### config.mk
export PLATFORM = sky130hd
export DESIGN_NAME = kwts_ram
export DESIGN_NICKNAME = d
export VERILOG_FILES = /design/src/design/kahn_wave_topo_sorter_top_defines.svh /design/src/design/kwts_ram.sv
export SDC_FILE = /design/constraint.sdc
export NUM_CORES = 1
export LEC_CHECK = 0
export ABC_CLOCK_PERIOD_IN_PS = 1400
export BUFFER_PORTS_ARGS = -buffer_cell sky130_fd_sc_hd__buf_2
export CAP_MARGIN = 20
export CORE_MARGIN = 4
export CORE_UTILIZATION = 41
export CTS_BUF_LIST = sky130_fd_sc_hd__clkbuf_8 sky130_fd_sc_hd__clkbuf_16
export CTS_CLUSTER_SIZE = 40
export DETAILED_ROUTE_END_ITERATION = 16
export PLACE_DENSITY_LB_ADDON = 0.3
export SLEW_MARGIN = 25
export SYNTH_ARGS = -nofsm -noshare
export SYNTH_HDL_FRONTEND = slang
export SYNTH_SLANG_ARGS = --single-unit
### constraint.sdc
create_clock -name clk -period 1.4 [get_ports clk]
set_input_delay 0.14 -clock clk [delete_from_list [all_inputs] [get_ports clk]]
set_output_delay 0.14 -clock clk [all_outputs]
set_load 0.03 [all_outputs]
### src/design/kahn_wave_topo_sorter_top_defines.svh
// Assertion macros used by the sorter top level.
`ifndef KAHN_WAVE_TOPO_SORTER_TOP_DEFINES_SVH
`define KAHN_WAVE_TOPO_SORTER_TOP_DEFINES_SVH

// Same-cycle implication, disabled while reset is low.
`define KWTS_ASSERT_NOW(lbl, clk, rst_n, ante, cons) \
  lbl: assert property (@(posedge clk) disable iff (!rst_n) (ante) |-> (cons)) \
    else $error("kwts assertion failed");

// Next-cycle implication, disabled while reset is low.
`define KWTS_ASSERT_NEXT(lbl, clk, rst_n, ante, cons) \
  lbl: assert property (@(posedge clk) disable iff (!rst_n) (ante) |=> (cons)) \
    else $error("kwts assertion failed");

`endif

### src/design/kwts_ram.sv
// Simple dual-port RAM: one write port, one read port with registered data.
module kwts_ram #(
  parameter int W = 8,
  parameter int D = 4,
  localparam int AW = $clog2(D)
) (
  input  logic          clk,
  input  logic          we,
  input  logic [AW-1:0] wa,
  input  logic [W-1:0]  wd,
  input  logic [AW-1:0] ra,
  output logic [W-1:0]  rd
);

  logic [W-1:0] mem [0:D-1];

  always_ff @(posedge clk) begin
    if (we) begin
      mem[wa] <= wd;
    end
    rd <= mem[ra];
  end

endmodule

==> metrics.md <==
| Metric | Value |
|---|---|
| Die W | 65.4 um |
| First-pass GRT wire length | 3040 um |
| Largest cells by area after synthesis | edfxtp_1, mux4_2, dfxtp_1 |
| CP peak stage delay | 480 ps |
| Row cnt | 20 |
| Root buffer cell | clkbuf_8 |
| Clk buf depth | 2 |
| Synth area leader | edfxtp_1 |
| Seq cells post-synth | 40 |
| CTS clk-pin slew, worst paths | 60 ps |
| Worst slack, placed | 252 ps |
| R2R depth | 1 |
| Final setup vio count | 0 |
| Post-cts repair resize count | 0 |
| Slew @ Worst Pin | 453 ps |
| Buf+Inv Stages, Crit Path | 0 |
| Core ar. | 0.00310 sq mm |
| DRT iter0 DRCs | 29 |
| CTS tree | yes |
| Initial antenna violation count | 0 |
| CTS Sinks | 40 |
| Layout cells sized above 1 | 0.427 |
| Worst-skew pair later-pin latency | 280 ps |
| Vias | 599 |
| Met2 usage | 0.174 |
| IO buf count | 21 |
| Area share of the largest cell type after synthesis | 0.712 |
| Worst reg2reg path startpoint | mem[2][6] |
| CP arrival | 1130 ps |
| Antenna-violating nets left | 0 |
| Number of diodes | 0 |
| Max-slew violation count | 0 |
| Worst setup margin | 421 ps |
| Ports | 22 |
| Largest net degree at the start of global routing | 12 |
| Initial Util | 0.435 |
| Die ar. | 0.00427 sq mm |
| Met3 usage | 0.0410 |
| Gr ovfl total | 0 |
| Post-CTS Setup Inserts | 0 |
| Hold wc startpoint | wd[2] |
| Hold Buf Count CTS | 0 |
| Register area share after synthesis | 0.831 |
| Global Route Usage Sum | 0.106 |
| Die Y-Extent | 65.4 um |
| Hold EP | mem[0][2] |
| Post-synthesis cell count | 54 |
| Most common cell after layout, fill and taps aside | edfxtp_1 |
| Non-Filler Instances | 126 |
| Detailed-route DRC error count | 0 |
| Synth unique cells | 8 |
| Syn_nets | 68 |
| Hold WC Path Type | in -> reg |
| Met1 Track Usage GR | 0.116 |
| Data required, critical path | 1550 ps |
| Crit-path cells | mux4_2 |
| Skew final | 3.93 ps |
| Post-route setup TNS | 0 ps |
| Crit path capture type | flop |
| Worst Hold Depth | 1 |
| WS Path Type | reg -> reg |
| Tcrit/Tclk final | 0.699 |
| Max-cap violation count | 0 |
| LEAKAGE | 0.569 nW |
| Layout filler cell count | 281 |
| Avg Synthesized Cell Area | 25.0 sq um |
| Placer Congestion | 0.652 |
| Total wire length | 1920 um |
| Fin. Hold Viols | 0 |
| R2r setup slk | 420 ps |
| Critical Path Fanout Max | 1 |
| Pwr/cell area | 1390 mW/mm^2 |
| Synth warn | 0 |
| Area grow syn2layout | 17.2% |
| Mapped Area | 0.00135 sq mm |
| Startpoint Class | flop |
| Max Clk Rate | 1020 MHz |
| Most frequent cells in the layout | edfxtp_1, buf_2, mux4_2, dfxtp_1, clkbuf_8 |
| RSZ-0062 raised after global routing | no |
| Crit-path slowest cell | mux4_2 |
| Placed Cells | 118 |
| Nets | 95 |
| Critical path depth | 1 |
| TritonRoute pass-1 iters | 4 |
| Vias per cell | 4.75 |
| Status | complete, no violations |
| TritonCTS Buffers | 5 |
| Top Family by Delay on Critical Path | multiplexers |
| Fin crit period | 979 ps |
| VDD IR max | 0.604 mV |
| H-tree Lvls | 2 |
| Top Usage Layer GRT | met2 |
| Max-slew headroom | 0.698 |
| Avg WL per Cell | 15.3 um |
| R2R Path End | rd[6] |
| Vias in the first global route | 661 |
==> how the worst max path moves through the flow <==
stage | start | to | slack, ps
2_1_floorplan | wa[0] | mem[0][0] | 200
3_3_place_gp | ra[0] | rd[6] | 270
3_5_place_dp | wa[1] | mem[1][4] | 250
4_1_cts | mem[2][6] | rd[6] | 410
5_1_grt | mem[2][6] | rd[6] | 400
6_report | mem[2][6] | rd[6] | 420
==> kinds of logic after synthesis <==
family / synth area share
DFF: 0.831
buffers and inverters: 0.0121
and+or+nand+nor: 0.0232
muxes: 0.134
==> flip-flops by register name, summed over array words and instances, names as in the netlist <==
name,count
rd,8
mem,32
==> power breakdown <==
part | internal (mW) | switching [mW]
combinational | 0.0662 | 0.101
clock | 0.331 | 0.333
sequential | 1.36 | 0.0143
total | 1.75 | 0.448
==> final cells by class <==
| type | instances | area [sq um] | share of cell area |
|---|---|---|---|
| clock inverter | 3 | 11.3 | 0.00713 |
| timing repair buffer | 22 | 113 | 0.0713 |
| tap | 44 | 55.1 | 0.0348 |
| multi-input combinational | 12 | 211 | 0.134 |
| sequential | 40 | 1120 | 0.709 |
| clock buffer | 5 | 68.8 | 0.0435 |
==> through the flow <==
step           instance area, sq um   util  power [mW]  hold slack [ps]
2_1_floorplan                  1350      -        1.50              239
3_3_place_gp                   1500  0.483        1.56              352
3_5_place_dp                   1500  0.483        1.57              356
4_1_cts                        1580  0.509        2.23             62.5
5_1_grt                        1580  0.509        2.30             67.2
6_report                       1580  0.509        2.20             70.0
==> synth_stat cells, drive strengths merged <==
master,count
and3,1
dfxtp,8
buf,1
nor3b,1
and3b,2
mux4,8
clkbuf,1
edfxtp,32
==> per-layer routing <==
layer / share of wire / routed length [um]
met1: 0.41 / 793
met2: 0.51 / 986
met3: 0.059 / 113
met4: 0.016 / 31
met5: 0 / 0
Power figures use the tool's default switching activity.
