[src/design/kahn_wave_topo_sorter_top_defines.svh]
// Assertion macros used by the sorter top level.
`ifndef KAHN_WAVE_TOPO_SORTER_TOP_DEFINES_SVH
`define KAHN_WAVE_TOPO_SORTER_TOP_DEFINES_SVH

// Same-cycle implication, disabled while reset is low.
`define KWTS_ASSERT_NOW(lbl, clk, rst_n, ante, cons) \
  lbl: assert property (@(posedge clk) disable iff (!rst_n) (ante) |-> (cons)) \
    else $error("kwts assertion failed");

// Next-cycle implication, disabled while reset is low.
`define KWTS_ASSERT_NEXT(lbl, clk, rst_n, ante, cons) \
  lbl: assert property (@(posedge clk) disable iff (!rst_n) (ante) |=> (cons)) \
    else $error("kwts assertion failed");

`endif

[src/design/kwts_pkg.sv]
// Shared constants, command codes and control types for the wave sorter.
package kwts_pkg;

  localparam int MAX_NODES_DEF = 64;
  localparam int MAX_EDGES_DEF = 256;
  localparam int PRIO_BITS_DEF = 16;

  localparam int CMD_W    = 3;
  localparam int NODE_W   = 6;
  localparam int EIDX_W   = 8;
  localparam int PRIO_IN_W = 16;
  localparam int STAT_W   = 2;
  localparam int ID_W     = 8;
  localparam int WAVE_W   = 6;

  typedef enum logic [CMD_W-1:0] {
    CMD_ADD      = 3'd0,
    CMD_SET_PRIO = 3'd1,
    CMD_CONNECT  = 3'd2,
    CMD_RM_NODE  = 3'd3,
    CMD_RM_EDGE  = 3'd4,
    CMD_BAKE     = 3'd5
  } cmd_t;

  localparam logic [STAT_W-1:0] ST_DONE    = 2'd0;
  localparam logic [STAT_W-1:0] ST_INVALID = 2'd1;
  localparam logic [STAT_W-1:0] ST_FULL    = 2'd2;

  // control from the sequencer to the priority compare unit
  typedef struct packed {
    logic clear;
    logic step;
    logic cand_ok;
  } cmp_ctl_t;

endpackage

[src/design/kwts_prio_cmp.sv]
// Priority compare unit: keeps the running best of a wave scan, first wins ties.
module kwts_prio_cmp #(
  parameter int PB = 16,
  parameter int NW = 6
) (
  input  logic                  clk,
  input  logic                  rst_n,
  input  kwts_pkg::cmp_ctl_t    ctl,
  input  logic signed [PB-1:0]  prio,
  input  logic [NW-1:0]         node,
  input  logic [NW-1:0]         k,
  output logic                  have_best,
  output logic [NW-1:0]         best_node,
  output logic [NW-1:0]         best_k
);

  logic                 have_r;
  logic signed [PB-1:0] best_prio_r;
  logic [NW-1:0]        best_node_r;
  logic [NW-1:0]        best_k_r;
  logic                 take;

  // strict greater keeps the earlier entry on equal priority
  assign take = ctl.step && ctl.cand_ok && (!have_r || (prio > best_prio_r));

  always_ff @(posedge clk) begin
    if (!rst_n) begin
      have_r <= 1'b0;
    end else if (ctl.clear) begin
      have_r <= 1'b0;
    end else if (take) begin
      have_r      <= 1'b1;
      best_prio_r <= prio;
      best_node_r <= node;
      best_k_r    <= k;
    end
  end

  assign have_best = have_r;
  assign best_node = best_node_r;
  assign best_k    = best_k_r;

endmodule

[config.mk]
export PLATFORM = sky130hd
export DESIGN_NAME = kwts_prio_cmp
export DESIGN_NICKNAME = d
export VERILOG_FILES = /design/src/design/kahn_wave_topo_sorter_top_defines.svh /design/src/design/kwts_pkg.sv /design/src/design/kwts_prio_cmp.sv
export SDC_FILE = /design/constraint.sdc
export NUM_CORES = 1
export LEC_CHECK = 0
export BUFFER_PORTS_ARGS = -buffer_cell sky130_fd_sc_hd__buf_2
export CAP_MARGIN = 40
export CORE_UTILIZATION = 52
export DETAILED_ROUTE_END_ITERATION = 8
export PLACE_DENSITY = 0.85
export SLEW_MARGIN = 0
export SYNTH_ARGS = -nofsm -noshare
export SYNTH_HDL_FRONTEND = slang
export SYNTH_SLANG_ARGS = --single-unit
[constraint.sdc]
create_clock -name clk -period 9.5 [get_ports clk]
set_input_delay 0.95 -clock clk [delete_from_list [all_inputs] [get_ports clk]]
set_output_delay 0.95 -clock clk [all_outputs]
set_load 0.1 [all_outputs]
==> flow_summary.ini <==
[run_status]
status = completed

[setup_path]
slowest_delay_ns = 0.47
crit_fanout = 17
path_buf_inv = 2
crit_type = in -> reg
start_kind = input pin
r2r-start = best_prio_r[15]
reg2reg_to = best_k[2]
crit_path_cell_trace = buf_2, ha_1, nand4_2, nor4_2, o21a_1, a2111oi_1, o22ai_2, buf_4
crit_path_end_kind = flop
critPathTopFamily = compound AO/OA/AOI/OAI gates
required_ns = 9.51
rrSetupSlack_ns = 6.97
cp.arrival_ns = 2.91
r2r_cells = 8
cp_slowest_cell = o22ai_2

[layout]
drive_above_1_share = 0.4085
final_common_cell = buf_2
layout_common_cells = 45 x buf_2, 28 x edfxtp_1, 17 x inv_1
area_delta_synth_final_pct = 24.15
final_area_sq_um = 1640
final_nets = 191
antennaDiodeCount = 0
finish.utilization = 0.7141

[clock_network]
clk_latency_ns = 0.31
clock_path_buffers = 2
hold_buffers = 0
clkSinkCount = 29
cts_tree = built
clkSlewWorstSetupHoldPaths_ns = 0.08
cts_buffers = 5
htree_num_levels = 2
root_buffer = clkbuf_4
post_cts_buffers = 0
ctsResizeCount = 0

[min_path]
hold_class = reg -> reg
hp-start = have_best
hold_depth = 2
holdPathEnd = have_best

[sta]
fin_skew_ns = 0.005478
worst_pin_slew_ns = 0.6147
grt_setup_unrepaired = no
fmax_mhz = 344.5
hold_viol = 0
slew_violations = 0
period_minus_slack_ns = 2.902
finalSetupViolCount = 0
setup_ws_ns = 6.598
fin_crit_sh = 0.3055
finalSetupTns_ns = 0
relSlewSlack = 0.5902

[synth]
async_flop_share = 0
synth_area_leaders = edfxtp_1 64%, ha_1 15%, inv_1 4.8%
ys_ff_latch = 29
syn-num-nets = 138
syn_area_sq_um = 1321
synth_ff_type = edfxtp_1
syn-instance-count = 89
synth.distinct_cells = 21
synth_top_area_share = 0.6364
synth.avg_cell_area_sq_um = 14.85
synth_warnings = 0
synth_edf_count = 28
seq_area_frac_synth = 0.6515
synth_area_leader_cell = edfxtp_1

[die]
core_sq_um = 2297
start_util = 0.5752
rows = 17
dieArea_sq_um = 2746
ios = 46
die_h_um = 52.41
dieWidth_um = 52.41

[placed_design]
globalplace.congestion = 0.7651
dpl_cell_area_sq_um = 1595
hpwlAfterDp_mm = 1.947
portBuffers = 45
pre_cts_slack_ns = 6.221

[power_and_ir_drop]
power.density_nw_per_um2 = 151.3
p_leak_nw = 0.7513
peakVddDrop_uv = 100.2
design_power_total_uw = 248.2

[global_route]
grt_pass1_wl_mm = 3.822
overflow = 0
track_usage = 0.2086
antenna_found_initial = 0
grt_max_degree = 18
grt_pass1_vias = 930

[routing]
drt-initial-drc-count = 22
via_count = 889
antenna_left = 0
post_drt_wl_per_cell_um = 14.27
wl_mm = 2.426
first_pass_iters = 4
vias_per_cell = 5.229
post-route-drc-count = 0

[job]
maxCapViolCount = 0
## synth_stat cells (all sizes together), types with 2 or more instances
cell type,count
edfxtp,28
inv,17
ha,16
a21oi,7
nand4,3
nand2,2
nor2,2
## metrics by stage
stage | std cells | hold slack, ns
after floorplan | 89 | 0.9769
after global placement | 163 | 0.5246
after detailed placement | 163 | 0.6081
after CTS | 170 | 0.6219
after global routing | 170 | 0.6415
final | 170 | 0.6139
## logic make-up after synthesis
family                   Yosys count  synth area share
AO/OA/AOI/OAI                     14           0.07103
AND/OR/NAND/NOR                   13           0.07766
adder cells (fa/ha/maj)           16            0.1515
buffers and inverters             17           0.04829
flip-flops                        29            0.6515
## worst register-to-register path, cell delays in order (launching register included)
cell and delay, ns:
edfxtp_1 0.33, inv_1 0.05, ha_1 0.31, nand4_2 0.14
nor4_2 0.33, o21a_1 0.17, a2111oi_1 0.06, o22ai_2 0.47
buf_4 0.36
## per-layer routing
layer | wire length, um | track usage
met1 | 999 | 0.2337
met2 | 1154 | 0.3333
met3 | 211 | 0.07246
met4 | 60 | 0.1360
met5 | 0 | 0
## cell type report
class                   instances  area, sq um
fillers                       159        656.9
clock buffers                   6        41.29
flip-flops and latches         29        860.8
inverters                      17        63.81
repair buffers                 46        232.7
clock inverters                 1        3.754
well taps                      28        35.03
multi-input cells              43        402.9
## worst max-delay path by stage
stage	slack (ns)	cells after the start	startpoint	end
6_report	6.60	8	prio[15]	best_k[2]
4_1_cts	6.57	8	prio[15]	best_k[3]
2_1_floorplan	5.78	6	prio[15]	best_k[0]
3_5_place_dp	6.22	8	prio[15]	best_node[2]
5_1_grt	6.44	8	prio[15]	best_k[3]
3_3_place_gp	6.33	8	prio[15]	best_k[2]
## registers in the layout, indices dropped and copies added, names as in the netlist
| register | flops |
|---|---|
| best_k | 6 |
| have_best | 1 |
| best_prio_r | 16 |
| best_node | 6 |
## where the power goes
part / leakage (nW) / internal, mW / switching [mW]
sequential: 0.264 / 0.145 / 0.00108
clock: 0.0258 / 0.0268 / 0.0378
combinational: 0.461 / 0.0124 / 0.0252
(Power assumes the default switching activity.)
